<file path="config.mk">
export PLATFORM = sky130hd
export DESIGN_NAME = button_hold_click_drive_selector_unit
export DESIGN_NICKNAME = d
export VERILOG_FILES = /design/src/rtl/core/bhcds_pkg.sv /design/src/rtl/core/button_hold_click_drive_selector_unit.sv
export SDC_FILE = /design/constraint.sdc
export NUM_CORES = 1
export LEC_CHECK = 0
export BUFFER_PORTS_ARGS = -buffer_cell sky130_fd_sc_hd__buf_4
export CAP_MARGIN = 30
export CORE_MARGIN = 2
export CORE_UTILIZATION = 65
export DETAILED_ROUTE_END_ITERATION = 8
export PLACE_DENSITY_LB_ADDON = 0.05
export REMOVE_ABC_BUFFERS = 1
export SLEW_MARGIN = 20
export SYNTH_ARGS = -nofsm -noshare
export SYNTH_HDL_FRONTEND = slang
export SYNTH_SLANG_ARGS = --single-unit
</file>
<file path="constraint.sdc">
create_clock -name i_clk -period 32.8 [get_ports i_clk]
set_input_delay 0 -clock i_clk [delete_from_list [all_inputs] [get_ports i_clk]]
set_output_delay 0 -clock i_clk [all_outputs]
set_load 0.01 [all_outputs]
</file>
<file path="src/rtl/core/bhcds_pkg.sv">
// Shared types and constants of the button drive selector.
// No dependencies; imported by the selector core.
`timescale 1ns / 1ps
`default_nettype none

package bhcds_pkg;

    localparam int unsigned CFG_DATA_BITS = 16;
    localparam int unsigned CFG_IDX_BITS  = 2;
    localparam int unsigned THR_BITS      = 16;

    localparam logic [THR_BITS-1:0] HOLD_TIME_RESET  = 16'd1000;
    localparam logic [THR_BITS-1:0] CLICK_TIME_RESET = 16'd50;

    // Configuration register indexes.
    typedef enum logic [CFG_IDX_BITS-1:0] {
        CFG_HOLD_TIME      = 2'd0,
        CFG_CLICK_TIME     = 2'd1,
        CFG_RESTORED_DRIVE = 2'd2,
        CFG_RESTORED_LOCK  = 2'd3
    } t_cfg_idx;

endpackage

`default_nettype wire

</file>
<file path="src/rtl/core/button_hold_click_drive_selector_unit.sv">
// A word accepted into the input register moves on into the result register,
// where it can be taken (input register, then result register).
// Throughput: one word per cycle while the result is not held; the button and timer
// update is one short combinational step that commits state in the cycle it fires.
// Reset (i_rst_n low, synchronous): pipeline empties, edge/timer state clears, hold and
// click times return to 1000 ms and 50 ms, drive and lock restore values return to 0.
`timescale 1ns / 1ps
`default_nettype none

module button_hold_click_drive_selector_unit
    import bhcds_pkg::*;
#(
    parameter int unsigned TIME_BITS = 32
) (
    input  wire logic                     i_clk,
    input  wire logic                     i_rst_n,

    // configuration write port
    input  wire logic                     i_cfg_we,
    input  wire logic [CFG_IDX_BITS-1:0]  i_cfg_index,
    input  wire logic [CFG_DATA_BITS-1:0] i_cfg_data,

    // sample channel
    input  wire logic                     i_in_valid,
    output logic                          o_in_stall,
    input  wire logic [31:0]              i_time_ms,
    input  wire logic                     i_button_level,
    input  wire logic                     i_handbrake_level,

    // result channel
    output logic                          o_out_valid,
    input  wire logic                     i_out_stall,
    output logic                          o_drive_out,
    output logic                          o_lock_out,
    output logic                          o_drive_state,
    output logic                          o_lock_state,
    output logic                          o_save_request
);

    // Timestamp bits actually carried from the port into the time base.
    localparam int unsigned NOW_BITS = (TIME_BITS < 32) ? TIME_BITS : 32;

    // Wrapped difference a - b read as signed; true only when positive and above thr.
    function automatic logic exceeds(
        input logic [TIME_BITS-1:0] a,
        input logic [TIME_BITS-1:0] b,
        input logic [THR_BITS-1:0]  thr
    );
        logic [TIME_BITS-1:0] d;
        d = a - b;
        return !d[TIME_BITS-1] && (d > TIME_BITS'(thr));
    endfunction

    // ---------------------------------------------------------------
    // Configuration registers
    // ---------------------------------------------------------------
    logic [THR_BITS-1:0] r_hold_time;
    logic [THR_BITS-1:0] r_click_time;
    logic                r_restored_drive;
    logic                r_restored_lock;

    // ---------------------------------------------------------------
    // Input register stage
    // ---------------------------------------------------------------
    logic                 r_in_valid;
    logic [TIME_BITS-1:0] r_in_now;
    logic                 r_in_button;
    logic                 r_in_handbrake;

    // ---------------------------------------------------------------
    // Selector state
    // ---------------------------------------------------------------
    logic                 r_prev_button;
    logic [TIME_BITS-1:0] r_press_stamp;
    logic [TIME_BITS-1:0] r_release_stamp;
    logic                 r_pressed_flag;
    logic                 r_hold_flag;
    logic                 r_drive_on;
    logic                 r_lock_on;

    // ---------------------------------------------------------------
    // Result register stage
    // ---------------------------------------------------------------
    logic r_out_valid;
    logic r_out_drive;
    logic r_out_lock;
    logic r_out_drive_state;
    logic r_out_lock_state;
    logic r_out_save;

    // Handshake: the result register frees when empty or when its word is taken;
    // the input register moves into it whenever it frees, so a word can enter
    // every cycle and only a held result backs up into the sample channel.
    logic out_free;
    logic step_fire;

    assign out_free   = !r_out_valid || !i_out_stall;
    assign o_in_stall = r_in_valid && !out_free;
    assign step_fire  = r_in_valid && out_free;

    // ---------------------------------------------------------------
    // Next-state logic for one sample
    // ---------------------------------------------------------------
    logic [TIME_BITS-1:0] n_press_stamp;
    logic [TIME_BITS-1:0] n_release_stamp;
    logic                 n_pressed_flag;
    logic                 n_hold_flag;
    logic                 n_drive_on;
    logic                 n_lock_on;
    logic                 n_save;

    always_comb begin
        n_press_stamp   = r_press_stamp;
        n_release_stamp = r_release_stamp;
        n_pressed_flag  = r_pressed_flag;
        n_hold_flag     = r_hold_flag;
        n_drive_on      = r_drive_on;
        n_lock_on       = r_lock_on;
        n_save          = 1'b0;

        // Press edge: restart both stamps and mark the press.
        if (r_prev_button && !r_in_button) begin
            n_press_stamp   = r_in_now;
            n_release_stamp = r_in_now;
            n_pressed_flag  = 1'b1;
        end

        // Release edge: stamp the release; a release that ends a hold
        // restarts the timer so it is not also counted as a click.
        if (!r_prev_button && r_in_button) begin
            n_release_stamp = r_in_now;
            n_pressed_flag  = 1'b0;
            if (r_hold_flag) begin
                n_hold_flag     = 1'b0;
                n_press_stamp   = r_in_now;
                n_release_stamp = r_in_now;
            end
        end

        // Track time while held, until a hold has been taken.
        if (!r_in_button && !n_hold_flag) begin
            n_release_stamp = r_in_now;
        end

        // Long hold: toggle drive; dropping drive also drops lock.
        if (exceeds(n_release_stamp, n_press_stamp, r_hold_time)) begin
            n_press_stamp = r_in_now;
            n_drive_on    = !r_drive_on;
            if (r_drive_on) begin
                n_lock_on = 1'b0;
            end
            n_save      = 1'b1;
            n_hold_flag = 1'b1;
        end

        // Click after release: toggle lock, only while drive is on.
        if (exceeds(n_release_stamp, n_press_stamp, r_click_time) && !n_pressed_flag) begin
            n_press_stamp = n_release_stamp;
            if (n_drive_on) begin
                n_lock_on = !n_lock_on;
                n_save    = 1'b1;
            end
        end
    end

    // ---------------------------------------------------------------
    // Registers
    // ---------------------------------------------------------------
    always_ff @(posedge i_clk) begin
        if (!i_rst_n) begin
            r_hold_time      <= HOLD_TIME_RESET;
            r_click_time     <= CLICK_TIME_RESET;
            r_restored_drive <= 1'b0;
            r_restored_lock  <= 1'b0;
            r_in_valid       <= 1'b0;
            r_out_valid      <= 1'b0;
            r_prev_button    <= 1'b0;
            r_press_stamp    <= '0;
            r_release_stamp  <= '0;
            r_pressed_flag   <= 1'b0;
            r_hold_flag      <= 1'b0;
            r_drive_on       <= 1'b0;
            r_lock_on        <= 1'b0;
        end else begin
            if (!o_in_stall) begin
                r_in_valid <= i_in_valid;
            end
            if (out_free) begin
                r_out_valid <= r_in_valid;
            end

            // Config is to be written only while idle, so it never meets a step; not enforced here.
            if (i_cfg_we) begin
                unique case (t_cfg_idx'(i_cfg_index))
                    CFG_HOLD_TIME:  r_hold_time  <= i_cfg_data;
                    CFG_CLICK_TIME: r_click_time <= i_cfg_data;
                    CFG_RESTORED_DRIVE: begin
                        r_restored_drive <= i_cfg_data[0];
                        r_drive_on       <= i_cfg_data[0];
                    end
                    CFG_RESTORED_LOCK: begin
                        r_restored_lock <= i_cfg_data[0];
                        r_lock_on       <= i_cfg_data[0];
                    end
                    default: ;
                endcase
            end else if (step_fire) begin
                r_prev_button   <= r_in_button;
                r_press_stamp   <= n_press_stamp;
                r_release_stamp <= n_release_stamp;
                r_pressed_flag  <= n_pressed_flag;
                r_hold_flag     <= n_hold_flag;
                r_drive_on      <= n_drive_on;
                r_lock_on       <= n_lock_on;
            end
        end
    end

    // Payload registers: load on transfer, hold otherwise.
    always_ff @(posedge i_clk) begin
        if (i_in_valid && !o_in_stall) begin
            r_in_now       <= TIME_BITS'(i_time_ms[NOW_BITS-1:0]);
            r_in_button    <= i_button_level;
            r_in_handbrake <= i_handbrake_level;
        end
        if (step_fire) begin
            // handbrake level low means engaged: force both drive outputs low
            r_out_drive       <= r_in_handbrake && n_drive_on;
            r_out_lock        <= r_in_handbrake && n_lock_on;
            r_out_drive_state <= n_drive_on;
            r_out_lock_state  <= n_lock_on;
            r_out_save        <= n_save;
        end
    end

    // The restore values are kept for the record; drive and lock load from the
    // write itself, so they feed no logic beyond their own registers.
    logic unused_restore;
    assign unused_restore = r_restored_drive ^ r_restored_lock;

    assign o_out_valid    = r_out_valid;
    assign o_drive_out    = r_out_drive;
    assign o_lock_out     = r_out_lock;
    assign o_drive_state  = r_out_drive_state;
    assign o_lock_state   = r_out_lock_state;
    assign o_save_request = r_out_save;

endmodule

`default_nettype wire

</file>
# Yosys cells after proc, flatten, opt, wreduce, memory -nomap -nowiden
# Index checks and enable logic that the tools add are counted.
[op_classes]
n_bitwise = 1
muxes = 26
addsub = 2
n_reduce_logical = 31
n_eq_ne = 5
n_lt_le_gt_ge = 2
[ops]
columns = ["operator", "n"]
rows = [
  ["32-bit 2-to-1 mux", 8],
  ["32-bit by 16-bit > comparator with 1-bit output", 2],
  ["32-bit subtractor", 2],
  ["1-bit 2-to-1 mux", 18],
  ["1-bit logical NOT", 12],
  ["1-bit logical AND", 11],
  ["2-bit AND reduction", 5],
  ["2-bit == test (second input constant)", 2],
  ["2-bit by 1-bit != test with 1-bit output (second input constant)", 2],
  ["2-bit by 1-bit == test with 1-bit output (second input constant)", 1],
  ["2-bit logical NOT", 1],
  ["2-bit nonzero test", 1],
  ["1-bit logical OR", 1],
  ["1-bit NOT", 1],
]
[word_totals]
inputBits = 57
elab_cells = 86
out_inout_bits = 7
regBits = 142

# Logic depth before layout (Yosys ltp)
[logic_depth]
depth_word = 17
depth_mapped = 64
depth_no_buf = 57

# Worst setup path before layout
# OpenSTA, ideal clock, no wires.
[synth_path]
path_kind = "reg2reg"
start = "register r_in_button"
end = "register r_press_stamp[10]"
path_slack_ns = 21.058
path_buffers = 4
synth_period_minus_slack_ns = 11.742
required_ns = 32.730
t_arrival_ns = 11.673
path_stages_with_launch = 59
path_cell_list = "edfxtp_1 -> and2_1 -> nor2_1 -> clkbuf_1 -> buf_1 -> mux2i_1 -> inv_1 -> ha_1 -> inv_1 -> a2111oi_0 -> nor2_1 -> a221oi_2 -> o21ai_0 -> o21ai_0 -> xor2_1 -> ha_1 -> nand4_1 -> a21oi_1 -> (+23 left out) -> o22ai_1 -> o221a_2 -> xor2_1 -> ha_1 -> nor2b_1 -> o21ai_0 -> nand2b_1 -> a21oi_1 -> o31ai_1 -> a21o_1 -> a21oi_1 -> a21oi_1 -> nor3_1 -> o2111ai_1 -> or4_4 -> o21ai_4 -> mux2_1 -> a21oi_1"
[synth_via]
elab_chain_len = 14
[synth_rtl]
columns = ["element", "line_no", "text"]
rows = [
  ["start, declared", "button_hold_click_drive_selector_unit.sv:67", "logic r_in_button;"],
  ["start signal, assigned", "button_hold_click_drive_selector_unit.sv:223", "r_in_button <= i_button_level;"],
  ["1-bit logical NOT / 1-bit logical AND (equally long branches)", "button_hold_click_drive_selector_unit.sv:122, button_hold_click_drive_selector_unit.sv:141, button_hold_click_drive_selector_unit.sv:130", ""],
  ["1-bit logical AND / 1-bit 2-to-1 mux (equally long branches)", "button_hold_click_drive_selector_unit.sv:122, button_hold_click_drive_selector_unit.sv:130", ""],
  ["32-bit 2-to-1 mux / 1-bit logical NOT (equally long branches)", "button_hold_click_drive_selector_unit.sv:122, button_hold_click_drive_selector_unit.sv:141", ""],
  ["32-bit 2-to-1 mux / 1-bit logical AND (equally long branches)", "button_hold_click_drive_selector_unit.sv:130, button_hold_click_drive_selector_unit.sv:141", ""],
  ["32-bit 2-to-1 mux *", "button_hold_click_drive_selector_unit.sv:141", "if (!r_in_button && !n_hold_flag) begin"],
  ["net n_release_stamp[4]", "button_hold_click_drive_selector_unit.sv:105", "logic [TIME_BITS-1:0] n_release_stamp;"],
  ["32-bit subtractor", "button_hold_click_drive_selector_unit.sv:50", "d = a - b;"],
  ["32-bit by 16-bit > comparator with 1-bit output / 1-bit logical NOT (equally long branches)", "button_hold_click_drive_selector_unit.sv:51", "return !d[TIME_BITS-1] && (d > TIME_BITS'(thr));"],
  ["1-bit logical AND", "button_hold_click_drive_selector_unit.sv:51", ""],
  ["32-bit 2-to-1 mux", "button_hold_click_drive_selector_unit.sv:146", "if (exceeds(n_release_stamp, n_press_stamp, r_hold_time)) begin"],
  ["32-bit subtractor", "button_hold_click_drive_selector_unit.sv:50", ""],
  ["32-bit by 16-bit > comparator with 1-bit output / 1-bit logical NOT (equally long branches)", "button_hold_click_drive_selector_unit.sv:51", ""],
  ["1-bit logical AND", "button_hold_click_drive_selector_unit.sv:51", ""],
  ["1-bit logical AND", "button_hold_click_drive_selector_unit.sv:157", "if (exceeds(n_release_stamp, n_press_stamp, r_click_time) && !n_pressed_flag) begin"],
  ["32-bit 2-to-1 mux *", "button_hold_click_drive_selector_unit.sv:157", ""],
  ["end signal, assigned", "button_hold_click_drive_selector_unit.sv:209", "r_press_stamp <= n_press_stamp;"],
  ["end, declared", "button_hold_click_drive_selector_unit.sv:74", "logic [TIME_BITS-1:0] r_press_stamp;"],
]
# Mark *: on every way through the listed nets, which the timed path passes. The rest lies on a longest branch.
# A chain may end at the register's enable or synchronous reset.

# Worst setup path in the final report
# Ends and elaborated chain as after synthesis.

==> impl_metrics.ini <==
[synth]
synth.most_common_cell = nand2_1
ys_warn_count = 0
synth_top_area_share_pct = 17.48
yosysUniqueCellTypes = 96
ys_seq_area_share_pct = 27.40
yosys.area.top_type = dfxtp_1
netlist_top_cells_area = dfxtp_1 (17%), edfxtp_1 (9.9%), ha_1 (9.3%)
syn_inst = 1489
synthesis.area_um2 = 11800
ys_ff_latch = 142
synth-edff-count = 39
ys.flop_type = dfxtp_1
synthTopCellsByCount = nand2_1 (194), dfxtp_1 (103), o21ai_0 (101)
async_flop_share_pct = 0
avgSynthCellArea_um2 = 7.923

[clock_network]
clock_sinks = 142
clk_pin_slew_ns = 0.07
htreeDepth = 4
cts_tree = done
cts_root_buf = clkbuf_16
cts_setup_buffers = 0
clk_latency_ns = 0.44
clk_path_buf_depth = 2
numCtsBuffers = 17
ctsResizeCount = 0

[drt]
drt_iter0_markers = 1055
ant_nets = 0
num_vias = 11700
drtPass1Iterations = 7
wl_um = 34690
drc = 0
post_drt_via_cell_ratio = 6.526
wl_per_cell_um = 19.36

[floorplanning]
fp.dieH_um = 138.7
die_w_um = 138.7
die_area_um2 = 19240
io-pin-count = 64
rows = 49
start_util_pct = 65.90
design.core.area_um2 = 17900

[worst_setup_path]
reg2regPathDepth = 57
cp.depth = 57
cp.required_ns = 33.17
crit_family = compound AO/OA/AOI/OAI gates
slowest_stage = a2111oi_0
setup.worst_path.start_class = flip-flop
reg2reg_from = r_in_button
crit_fanout = 64
r2r-end = r_press_stamp[10]
critPathLaunch = r_in_button
endpoint = r_press_stamp[10]
r2r_slack_ns = 18.55
endpoint_kind = flip-flop
cp.arrival_ns = 14.62
criticalPathCategory = reg -> reg
critPathMaxStageDelay_ns = 0.80
path_buf_inv = 6

[power_and_ir_drop]
power.leakage_nw = 6.101
ir_drop_mv = 0.05423
p_per_area_nw_per_um2 = 62.50
pwr-share-comb_pct = 52.6
switchingPower_uw = 369.3
p_clk_share_pct = 23.6
power_uw = 840.3
internal_power_uw = 470.9
swShare_pct = 43.95
seqPwrFrac_pct = 23.8

[grt]
grt_pass1_vias = 10960
grt_max_degree = 76
gr-total-overflow = 0
grt_pass1_wl_um = 55770
grt_antenna_before_repair = 0
grt_usage_pct = 35.71

[finish]
layout.area.seq_um2 = 3233
areaGrowthSynthToFinish_pct = 13.96
nNetsFinal = 1696
layout-drive-gt1-share_pct = 9.277
nFillCells = 1381
diodes = 0
multiInputGateArea_um2 = 7888

[placed_design]
io_buffers = 63
place_congestion = 1.071
dp_hpwl_um = 25390

[sta]
rsz0062_at_grt = false
max_freq_ghz = 0.07016
finalHoldViolations = 0
min_period_over_period_pct = 43.46
slew-limit-headroom_pct = 31.01
fin_tns_setup_ns = 0
min_period_ns = 14.25
worst_pin_slew_ns = 1.009
slew_viol_final = 0
setup_violations = 0
fin_skew_ns = 0.007994

[worst_hold_path]
worstHoldPathType = in -> reg

[run]
cap_viol_max_count = 0

[run_status]
outcome = finished, final reports clean
[power by group through the flow]
stage                     Sequential [mW]  Clock [mW]  Combinational [mW]
final                               0.200       0.198               0.442
after global routing                0.201       0.205               0.481
after CTS                           0.200       0.200               0.430
after detailed placement            0.203           0               0.420
after global placement              0.203           0               0.416
after floorplan                     0.202           0               0.307
[placed cells by master, fill, tap and decap left out, types with 33 or more instances in the layout]
cell,synthesis,final
nand2_1,194,194
dfxtp_1,103,103
o21ai_0,101,101
nor2_1,97,96
inv_1,90,90
a21oi_1,89,89
ha_1,88,88
buf_4,5,74
mux2i_1,64,64
dlygate4sd3_1,0,53
nor3_1,49,49
edfxtp_1,39,39
a21o_1,37,37
o211a_1,36,36
xnor2_1,33,33
[cell type report]
type	count	area share (%)
inverters	92	2.569
well taps	229	2.131
clock buffers	18	3.267
repair buffers	128	8.227
flip-flops and latches	142	24.05
multi-input cells	1169	58.67
clock inverters	14	1.089
[cell families (layout without fill, tap and decap cells)]
family | after synthesis | count (layout) | share of synthesized area (%)
mux | 66 | 66 | 5.621
compound gates | 454 | 454 | 26.75
flops | 142 | 142 | 27.40
xor+xnor | 53 | 53 | 3.935
simple gates | 503 | 503 | 20.47
fa+ha+maj | 93 | 93 | 9.842
buf+inv | 178 | 252 | 5.982
[worst min-delay path by stage]
stage,startpoint,end,slack [ns],cells past startpoint
final,i_rst_n,r_click_time[4],0.005,2
after global routing,i_cfg_we,r_drive_on,0.04,4
after CTS,i_rst_n,r_click_time[4],0.002,2
after detailed placement,i_time_ms[16],r_in_now[16],0.18,1
after global placement,i_time_ms[17],r_in_now[17],0.18,1
after floorplan,i_rst_n,r_click_time[1],0.09,1
[state kept, by name, summed over array words and instances (netlist names), 16 cells and up]
register	flops
r_click_time	16
r_in_now	32
r_release_stamp	32
r_press_stamp	32
r_hold_time	16
[metal layers]
| metal | wire (um) | GRT usage (%) | vias up |
|---|---|---|---|
| li1 | - | - | 5545 |
| met1 | 14610 | 46.31 | 5483 |
| met2 | 16100 | 58.21 | 558 |
| met3 | 2321 | 6.112 | 109 |
| met4 | 1649 | 17.17 | 0 |
| met5 | 0 | 0 | - |
[per-stage QoR]
stage / util (%) / hold WS (ns) / cell area [um2] / worst slack (ns) / cells
2_1_floorplan: - / 0.08887 / 11440 / 18.80 / 1403
3_3_place_gp: 68.71 / 0.1779 / 12300 / 19.33 / 1705
5_1_grt: 75.10 / 0.03870 / 13440 / 17.53 / 1792
3_5_place_dp: 68.82 / 0.1792 / 12320 / 18.93 / 1706
6_report: 75.10 / 0.004793 / 13440 / 18.55 / 1792
4_1_cts: 75.06 / 0.001618 / 13440 / 18.82 / 1791
[what timing repair did]
item / CTS / global route
hold endpoints to repair: 69 / 0
hold buffers: 53 / 0
endpoints found under the setup margin: 0 / 0
No activity file was read; power rests on OpenSTA's default activity.
